--- config.mk ---
export PLATFORM = sky130hd
export DESIGN_NAME = rgb_to_hsv_converter_unit
export DESIGN_NICKNAME = d
export VERILOG_FILES = /design/src/hw/rtl/rgbhsv_pkg.sv /design/src/hw/rtl/rgbhsv_div.sv /design/src/hw/rtl/rgb_to_hsv_converter_unit.sv
export SDC_FILE = /design/constraint.sdc
export NUM_CORES = 1
export LEC_CHECK = 0
export BUFFER_PORTS_ARGS = -buffer_cell sky130_fd_sc_hd__buf_2
export CAP_MARGIN = 20
export CORE_MARGIN = 2
export CORE_UTILIZATION = 60
export DETAILED_ROUTE_END_ITERATION = 7
export GPL_TIMING_DRIVEN = 0
export PLACE_DENSITY_LB_ADDON = 0.25
export SYNTH_ARGS = -nofsm -noshare
export SYNTH_HDL_FRONTEND = slang
export SYNTH_SLANG_ARGS = --single-unit
--- constraint.sdc ---
create_clock -name clk -period 22 [get_ports clk]
set_clock_uncertainty 0.15 [all_clocks]
set_input_delay 1.1 -clock clk [delete_from_list [all_inputs] [get_ports clk]]
set_output_delay 1.1 -clock clk [all_outputs]
set_load 0.01 [all_outputs]
--- src/hw/rtl/rgbhsv_pkg.sv ---
// Shared widths, constants and types for the RGB to HSV converter.
// Used by rgbhsv_div and rgb_to_hsv_converter_unit; depends on nothing.
`default_nettype none

package rgbhsv_pkg;

  // Widths of the pixel channels and of the hue result.
  localparam int CHAN_W = 8;
  localparam int HUE_W  = 9;

  // Divider shape: numerators are below 2^18, divisors are twice a channel
  // value and the quotient never exceeds 360.
  localparam int NUM_W = 18;
  localparam int DEN_W = 9;
  localparam int QUO_W = 9;

  // Rounded hue that lands on a full turn wraps back to zero.
  localparam logic [HUE_W-1:0] HUE_WRAP = 9'd360;

  // Channel that holds the maximum, red tested first.
  typedef enum logic [1:0] {
    SECT_RED,
    SECT_GREEN,
    SECT_BLUE
  } sector_t;

endpackage

`default_nettype wire

--- src/hw/rtl/rgbhsv_div.sv ---
// Pipelined restoring divider, one quotient bit per register stage.
// Uses widths from rgbhsv_pkg as defaults; no other dependencies.
`default_nettype none

module rgbhsv_div #(
  parameter int NUM_W = rgbhsv_pkg::NUM_W,
  parameter int DEN_W = rgbhsv_pkg::DEN_W,
  parameter int QUO_W = rgbhsv_pkg::QUO_W
) (
  input  wire logic             clk,
  input  wire logic [NUM_W-1:0] in_num,
  input  wire logic [DEN_W-1:0] in_den,
  output logic      [QUO_W-1:0] out_quo
);

  // The caller guarantees the quotient fits in QUO_W bits, so the partial
  // remainder always stays below the divisor shifted by the current bit.
  localparam int CW = DEN_W + QUO_W;

  logic [CW-1:0]    rem_r [QUO_W];
  logic [DEN_W-1:0] den_r [QUO_W];
  logic [QUO_W-1:0] quo_r [QUO_W];

  for (genvar k = 0; k < QUO_W; k++) begin : g_stage
    localparam int BIT = QUO_W - 1 - k;

    logic [CW-1:0]    rem_in;
    logic [DEN_W-1:0] den_in;
    logic [QUO_W-1:0] quo_in;
    logic [CW-1:0]    den_sh;
    logic             ge;
    logic [CW-1:0]    rem_nxt;
    logic [QUO_W-1:0] quo_nxt;

    if (k == 0) begin : g_first
      assign rem_in = CW'(in_num);
      assign den_in = in_den;
      assign quo_in = '0;
    end else begin : g_next
      assign rem_in = rem_r[k-1];
      assign den_in = den_r[k-1];
      assign quo_in = quo_r[k-1];
    end

    always_comb begin
      den_sh  = CW'(den_in) << BIT;
      ge      = (rem_in >= den_sh);
      rem_nxt = ge ? (rem_in - den_sh) : rem_in;
      quo_nxt = quo_in;
      quo_nxt[BIT] = ge;
    end

    always_ff @(posedge clk) begin
      rem_r[k] <= rem_nxt;
      den_r[k] <= den_in;
      quo_r[k] <= quo_nxt;
    end
  end

  assign out_quo = quo_r[QUO_W-1];

endmodule

`default_nettype wire

--- src/hw/rtl/rgb_to_hsv_converter_unit.sv ---
// Top level of the RGB to HSV converter: channel sort, numerators and
// two pipelined dividers. Depends on rgbhsv_pkg and rgbhsv_div.
`default_nettype none

// How to use this block:
// A pixel is offered on in_red, in_green and in_blue with start high. The
// transfer happens at a rising edge where start is high and busy is low.
// busy is always low: the pipeline takes a new pixel in every cycle.
// Each result shows on out_hue, out_saturation, out_brightness and
// out_hue_defined for exactly one cycle, marked by out_valid. Between its
// input transfer and out_valid it passes stage 1, stage 2, the divider
// stages and the output register. Results leave in input order.
// Throughput is one pixel per clock. The pipeline is built from the two
// 9-stage dividers (one quotient bit per stage) plus one stage for the
// channel sort, one for the two numerators and one output register.
// The receiver cannot stall, so the pipeline never holds; it simply
// advances every clock and valid bits travel with the data.
// A synchronous reset (rst_n low) clears every valid bit, so no result
// strobe appears until a pixel transferred after reset has come through.
// Grey and black pixels give saturation 0, hue 0 and out_hue_defined 0.

module rgb_to_hsv_converter_unit (
  input  wire logic                           clk,
  input  wire logic                           rst_n,
  input  wire logic                           start,
  output logic                                busy,
  input  wire logic [rgbhsv_pkg::CHAN_W-1:0]  in_red,
  input  wire logic [rgbhsv_pkg::CHAN_W-1:0]  in_green,
  input  wire logic [rgbhsv_pkg::CHAN_W-1:0]  in_blue,
  output logic                                out_valid,
  output logic      [rgbhsv_pkg::HUE_W-1:0]   out_hue,
  output logic      [rgbhsv_pkg::CHAN_W-1:0]  out_saturation,
  output logic      [rgbhsv_pkg::CHAN_W-1:0]  out_brightness,
  output logic                                out_hue_defined
);

  localparam int CW  = rgbhsv_pkg::CHAN_W;
  localparam int NW  = rgbhsv_pkg::NUM_W;
  localparam int DW  = rgbhsv_pkg::DEN_W;
  localparam int QW  = rgbhsv_pkg::QUO_W;
  localparam int DLY = QW;

  // The pipeline never stalls, so a transfer is simply start.
  assign busy = 1'b0;

  logic in_xfer;
  assign in_xfer = start & ~busy;

  // ---------------------------------------------------------------
  // Stage 1: find max and min, pick the sector and the channel
  // difference that drives the hue inside that sector.
  // ---------------------------------------------------------------
  logic [CW-1:0]       mx_c, mn_c;
  rgbhsv_pkg::sector_t sect_c;
  logic signed [CW:0]  diff_c;

  always_comb begin
    mx_c = (in_red > in_green) ? in_red : in_green;
    mx_c = (in_blue > mx_c) ? in_blue : mx_c;
    mn_c = (in_red < in_green) ? in_red : in_green;
    mn_c = (in_blue < mn_c) ? in_blue : mn_c;
    if (in_red == mx_c) begin
      sect_c = rgbhsv_pkg::SECT_RED;
      diff_c = $signed({1'b0, in_green}) - $signed({1'b0, in_blue});
    end else if (in_green == mx_c) begin
      sect_c = rgbhsv_pkg::SECT_GREEN;
      diff_c = $signed({1'b0, in_blue}) - $signed({1'b0, in_red});
    end else begin
      sect_c = rgbhsv_pkg::SECT_BLUE;
      diff_c = $signed({1'b0, in_red}) - $signed({1'b0, in_green});
    end
  end

  logic                s1_vld_r;
  logic [CW-1:0]       s1_mx_r;
  logic [CW-1:0]       s1_d_r;
  rgbhsv_pkg::sector_t s1_sect_r;
  logic signed [CW:0]  s1_diff_r;

  always_ff @(posedge clk) begin
    if (!rst_n) begin
      s1_vld_r <= 1'b0;
    end else begin
      s1_vld_r <= in_xfer;
    end
  end

  always_ff @(posedge clk) begin
    s1_mx_r   <= mx_c;
    s1_d_r    <= mx_c - mn_c;
    s1_sect_r <= sect_c;
    s1_diff_r <= diff_c;
  end

  // ---------------------------------------------------------------
  // Stage 2: build both rounded-division numerators and divisors.
  // Hue numerator is 60*(offset + diff), lifted by a full turn when
  // negative; rounding half up becomes (2n + d) / (2d).
  // Saturation is (510*d + max) / (2*max).
  // ---------------------------------------------------------------
  logic [CW+1:0]        off_c;
  logic signed [11:0]   term_c;
  logic signed [NW-1:0] num_c;
  logic [NW-2:0]        turn_c;
  logic [NW-2:0]        wrap_c;
  logic [NW-1:0]        hue_num_c;
  logic [NW-1:0]        sat_num_c;

  always_comb begin
    case (s1_sect_r)
      rgbhsv_pkg::SECT_RED:   off_c = '0;
      rgbhsv_pkg::SECT_GREEN: off_c = {1'b0, s1_d_r, 1'b0};
      rgbhsv_pkg::SECT_BLUE:  off_c = {s1_d_r, 2'b00};
      default:                off_c = '0;
    endcase
    term_c = $signed({2'b00, off_c}) + $signed({{3{s1_diff_r[CW]}}, s1_diff_r});
    num_c  = $signed({{(NW-12){term_c[11]}}, term_c}) * $signed(NW'(60));
    turn_c = (NW-1)'(s1_d_r) * (NW-1)'(360);
    if (num_c[NW-1]) begin
      wrap_c = (NW-1)'(num_c) + turn_c;
    end else begin
      wrap_c = (NW-1)'(num_c);
    end
    hue_num_c = {wrap_c, 1'b0} + NW'(s1_d_r);
    sat_num_c = NW'(s1_d_r) * NW'(510) + NW'(s1_mx_r);
  end

  logic          s2_vld_r;
  logic [CW-1:0] s2_mx_r;
  logic          s2_def_r;
  logic [NW-1:0] s2_hue_num_r;
  logic [DW-1:0] s2_hue_den_r;
  logic [NW-1:0] s2_sat_num_r;
  logic [DW-1:0] s2_sat_den_r;

  always_ff @(posedge clk) begin
    if (!rst_n) begin
      s2_vld_r <= 1'b0;
    end else begin
      s2_vld_r <= s1_vld_r;
    end
  end

  // Saturation is nonzero exactly when max and min differ.
  always_ff @(posedge clk) begin
    s2_mx_r      <= s1_mx_r;
    s2_def_r     <= (s1_d_r != '0);
    s2_hue_num_r <= hue_num_c;
    s2_hue_den_r <= {s1_d_r, 1'b0};
    s2_sat_num_r <= sat_num_c;
    s2_sat_den_r <= {s1_mx_r, 1'b0};
  end

  // ---------------------------------------------------------------
  // Dividers: both run the same number of stages so their quotients
  // come out together. A zero divisor only occurs when the result is
  // masked afterwards.
  // ---------------------------------------------------------------
  logic [QW-1:0] hue_quo;
  logic [QW-1:0] sat_quo;

  rgbhsv_div #(
    .NUM_W (NW),
    .DEN_W (DW),
    .QUO_W (QW)
  ) u_hue_div (
    .clk     (clk),
    .in_num  (s2_hue_num_r),
    .in_den  (s2_hue_den_r),
    .out_quo (hue_quo)
  );

  rgbhsv_div #(
    .NUM_W (NW),
    .DEN_W (DW),
    .QUO_W (QW)
  ) u_sat_div (
    .clk     (clk),
    .in_num  (s2_sat_num_r),
    .in_den  (s2_sat_den_r),
    .out_quo (sat_quo)
  );

  // Side data that rides alongside the divider stages.
  logic          vld_dly_r [DLY];
  logic          def_dly_r [DLY];
  logic [CW-1:0] mx_dly_r  [DLY];

  always_ff @(posedge clk) begin
    if (!rst_n) begin
      for (int i = 0; i < DLY; i++) begin
        vld_dly_r[i] <= 1'b0;
      end
    end else begin
      vld_dly_r[0] <= s2_vld_r;
      for (int i = 1; i < DLY; i++) begin
        vld_dly_r[i] <= vld_dly_r[i-1];
      end
    end
  end

  always_ff @(posedge clk) begin
    def_dly_r[0] <= s2_def_r;
    mx_dly_r[0]  <= s2_mx_r;
    for (int i = 1; i < DLY; i++) begin
      def_dly_r[i] <= def_dly_r[i-1];
      mx_dly_r[i]  <= mx_dly_r[i-1];
    end
  end

  // ---------------------------------------------------------------
  // Output stage: wrap a hue of a full turn to zero and clear hue and
  // saturation for grey or black pixels.
  // ---------------------------------------------------------------
  logic                         def_c;
  logic [rgbhsv_pkg::HUE_W-1:0] hue_c;
  logic [CW-1:0]                sat_c;

  always_comb begin
    def_c = def_dly_r[DLY-1];
    if (!def_c || (hue_quo == rgbhsv_pkg::HUE_WRAP)) begin
      hue_c = '0;
    end else begin
      hue_c = hue_quo;
    end
    sat_c = def_c ? sat_quo[CW-1:0] : '0;
  end

  logic                         out_valid_r;
  logic [rgbhsv_pkg::HUE_W-1:0] out_hue_r;
  logic [CW-1:0]                out_sat_r;
  logic [CW-1:0]                out_bri_r;
  logic                         out_def_r;

  always_ff @(posedge clk) begin
    if (!rst_n) begin
      out_valid_r <= 1'b0;
    end else begin
      out_valid_r <= vld_dly_r[DLY-1];
    end
  end

  always_ff @(posedge clk) begin
    out_hue_r <= hue_c;
    out_sat_r <= sat_c;
    out_bri_r <= mx_dly_r[DLY-1];
    out_def_r <= def_c;
  end

  assign out_valid       = out_valid_r;
  assign out_hue         = out_hue_r;
  assign out_saturation  = out_sat_r;
  assign out_brightness  = out_bri_r;
  assign out_hue_defined = out_def_r;

endmodule

`default_nettype wire

==> impl_metrics.csv <==
group,metric,value,unit
sta,rsz0062_at_grt,"no",
sta,maxSlewHeadroom,27.5,%
floorplanning,die_w,226,um
worst_setup_path,rr_worst_depth,32,
synth,yosysSeqAreaShare,40.5,%
worst_setup_path,crit_path_end_kind,"flop",
floorplanning,initial_core_util,60.5,%
run,maxCapViolations,0,
clock_network,clk_latency,0.59,ns
synth,synth_async_sr_flop_share,0,%
floorplanning,die_h,226,um
floorplanning,die_area,50900,um^2
layout,fill_cells,3705,
synth,ys_warn_count,0,
place,gp_congestion,0.913,
synth,ys_seq_elements,597,
routing,finalWirelength,57400,um
synth,synth_xor_area_share,7.88,%
worst_setup_path,r2r_setup_slack,12.84,ns
layout,antenna_cells,0,
routing,drc,0,
synth,ys_top_cells_by_area,"dfxtp_1 (41%), ha_1 (14%), fa_1 (5.4%)",
floorplanning,row_count,81,
synth,syn_area,29500,um^2
synth,synthFlopType,"dfxtp_1",
worst_setup_path,worstSetupPathType,"flop to flop",
worst_setup_path,crit_buf_inv,4,
clock_network,cts_resized,0,
global_routing,grt_overflow,0,
worst_hold_path,min_to,"u_hue_div.quo_r[0][41]$_DFF_P_",
clock_network,clk_path_buf_depth,3,
synth,synth.distinct_cells,81,
layout,num-nets-final,3595,
worst_hold_path,min_from,"u_hue_div.quo_r[0][32]$_DFF_P_",
sta,min_period_over_period,41.7,%
synth,syn_avg_cell_area,9.65,um^2
clock_network,cts_buffers,57,
clock_network,cts_tree,"yes",
synth,synth_compound_area_share,12.7,%
synth,synth_fa_ha_area_share,19.0,%
layout,area_growth,10.4,%
clock_network,clock_sinks,597,
global_routing,grt_max_degree,15,
clock_network,clk_pin_slew,0.06,ns
routing,drt-wirelength-per-cell,14.8,um
sta,max_freq,109,MHz
routing,final_antenna_net_count,0,
synth,syn-num-nets,3483,
routing,dr.pass1.iters,5,
sta,slew_violations,0,
synth,synth_top_family_by_area,"adder cells",
layout,seqCellArea,12000,um^2
routing,vias_per_cell,5.34,
clock_network,htreeDepth,2,
place,dp_hpwl,45400,um
floorplanning,core,48700,um^2
sta,setup_viol,0,
synth,synth_top_area_cell,"dfxtp_1",
worst_setup_path,r2r_start,"s1_d_r[0]$_DFF_P_",
synth,synth_edf_count,0,
synth,synth_simple_gate_area_share,12.5,%
clock_network,cts_root_buf,"clkbuf_16",
worst_setup_path,worst-endpoint-required,22.30,ns
sta,period_needed,9.17,ns
outcome,status,"finished clean",
layout,drive_gt1_share,6.10,%
routing,drtIter0Drc,831,
global_routing,grt_pass1_wl,97100,um
worst_setup_path,reg2reg_to,"s2_hue_num_r[11]$_DFF_P_",
global_routing,antenna_found_initial,0,
worst_setup_path,cpPeakStageDelay,0.73,ns
synth,syn_inst,3055,
worst_setup_path,crit_family,"compound AO/OA/AOI/OAI gates",
worst_setup_path,cp.arrival,9.47,ns
worst_setup_path,path_max_fanout,11,
floorplanning,ioPinCount,55,
sta,fin_setup_tns,0,ns
routing,vias,20700,
worst_setup_path,cp-start-kind,"flop",
worst_hold_path,holdPathStages,0,
layout,multi_input_area,15900,um^2
global_routing,grt_usage,23.1,%
synth,synth.top_cell.area_share,40.5,%
global_routing,grt_pass1_vias,21600,
place,numPortBuffers,53,
sta,worst_pin_slew,1.09,ns
clock_network,ctsHoldBuffers,0,
worst_setup_path,slowest_stage,"dfxtp_1",
sta,hold_viol,0,
clock_network,post_cts_buffers,0,
synth,synthMuxAreaShare,1.75,%
worst_setup_path,crit_top_cell,"nor2_1",
worst_hold_path,min_path_type,"flop to flop",
## metal layers
metal  up-vias  global-route usage (%)  routed length [um]
li1      10500                       -                   -
met5         -                       0                   0
met3       135                    2.97                1770
met1      9645                    24.1               23000
met4         0                    9.34                2040
met2       372                    46.0               30600
## kinds of logic after synthesis
family | after synthesis
simple gates | 713
compound gates | 601
flops | 597
buf+inv | 430
fa+ha+maj | 401
xor+xnor | 263
mux | 49
other cells | 1
## sequential cells by signal, summed over array words and instances (netlist names), 9 cells and up
| signal | flops |
|---|---|
| u_hue_div.quo_r | 45 |
| def_dly_r | 9 |
| out_hue | 9 |
| u_sat_div.quo_r | 36 |
| u_sat_div.rem_r | 136 |
| s2_hue_num_r | 18 |
| s1_diff_r | 9 |
| u_hue_div.rem_r | 144 |
| u_hue_div.den_r | 41 |
| vld_dly_r | 9 |
| mx_dly_r | 64 |
| s2_sat_num_r | 18 |
## layout make-up
class	instances	share of cell area, %
Buffer	47	0.619
Clock inverter	21	0.761
Tap cell	664	2.55
Timing Repair Buffer	53	0.815
Sequential cell	597	36.7
Clock buffer	82	5.29
Multi-Input combinational cell	2028	48.8
Inverter	383	4.42
## cells in the final DEF, fill, tap and decap left out, drive strengths merged, types with 8 or more instances in the layout
cell type  count
a211oi        13
a21boi        22
a21o          91
a21oi        184
a22oi          8
a31oi          9
and2          43
buf           62
clkbuf       120
clkinv        12
dfxtp        597
fa            79
ha           322
inv          386
mux2          20
mux2i         29
nand2        143
nand2b        55
nand3         39
nand3b        12
nand4         35
nand4b        11
nor2         181
nor2b         57
nor3          39
nor4          30
o211ai        16
o21a          17
o21ai        157
o21bai        17
o31ai         18
or3           18
xnor2        155
xor2         108
## cells in the mapped netlist (6+ instances only)
| cell | instances |
|---|---|
| or4_1 | 7 |
| a21oi_1 | 184 |
| ha_1 | 322 |
| inv_1 | 382 |
| o2111ai_1 | 6 |
| nor3_1 | 39 |
| o21bai_1 | 17 |
| nor3b_1 | 7 |
| a22oi_1 | 7 |
| nand3_1 | 38 |
| mux2i_1 | 29 |
| xnor2_1 | 154 |
| clkbuf_1 | 38 |
| fa_1 | 79 |
| nand3b_1 | 12 |
| o211ai_1 | 16 |
| a31oi_1 | 8 |
| o31ai_1 | 18 |
| and3_1 | 6 |
| a21o_1 | 91 |
| nor2b_1 | 57 |
| and2_1 | 42 |
| o21ai_0 | 156 |
| nand4_1 | 35 |
| nand2_1 | 143 |
| nand2b_1 | 55 |
| xor2_1 | 108 |
| nand4b_1 | 11 |
| a21boi_0 | 22 |
| o21a_1 | 17 |
| or3_1 | 17 |
| a211oi_1 | 13 |
| nor2_1 | 181 |
| nor4_1 | 30 |
| mux2_2 | 19 |
| dfxtp_1 | 597 |
## how the worst max path moves through the flow
stage	start	end	slack [ns]	cells after the start
after floorplan	s1_sect_r[0]$_SDFF_PP0_	s2_hue_num_r[11]$_DFF_P_	14.23	33
after global placement	s1_d_r[0]$_DFF_P_	s2_hue_num_r[11]$_DFF_P_	12.99	33
after detailed placement	s1_d_r[0]$_DFF_P_	s2_hue_num_r[11]$_DFF_P_	12.84	33
after CTS	s1_d_r[0]$_DFF_P_	s2_hue_num_r[11]$_DFF_P_	12.81	33
after global routing	s1_sect_r[0]$_SDFF_PP0_	s2_hue_num_r[11]$_DFF_P_	12.21	36
final	s1_d_r[0]$_DFF_P_	s2_hue_num_r[11]$_DFF_P_	12.84	32
## metrics by stage
| stage | instance area, um^2 | setup WS, ns | std cells | util, % | hold slack [ns] |
|---|---|---|---|---|---|
| after floorplan | 29500 | 14.23 | 3055 | - | 0.160 |
| after global placement | 30600 | 12.99 | 3772 | 62.7 | 0.159 |
| after detailed placement | 30600 | 12.84 | 3772 | 62.7 | 0.162 |
| after CTS | 32600 | 12.81 | 3875 | 66.8 | 0.163 |
| after global routing | 32600 | 12.21 | 3875 | 66.8 | 0.176 |
| final | 32600 | 12.84 | 3875 | 66.8 | 0.169 |
Power is left out: the tool's default activity adds up to more than one toggle a clock period on the data nets, which glitch-free logic cannot reach.
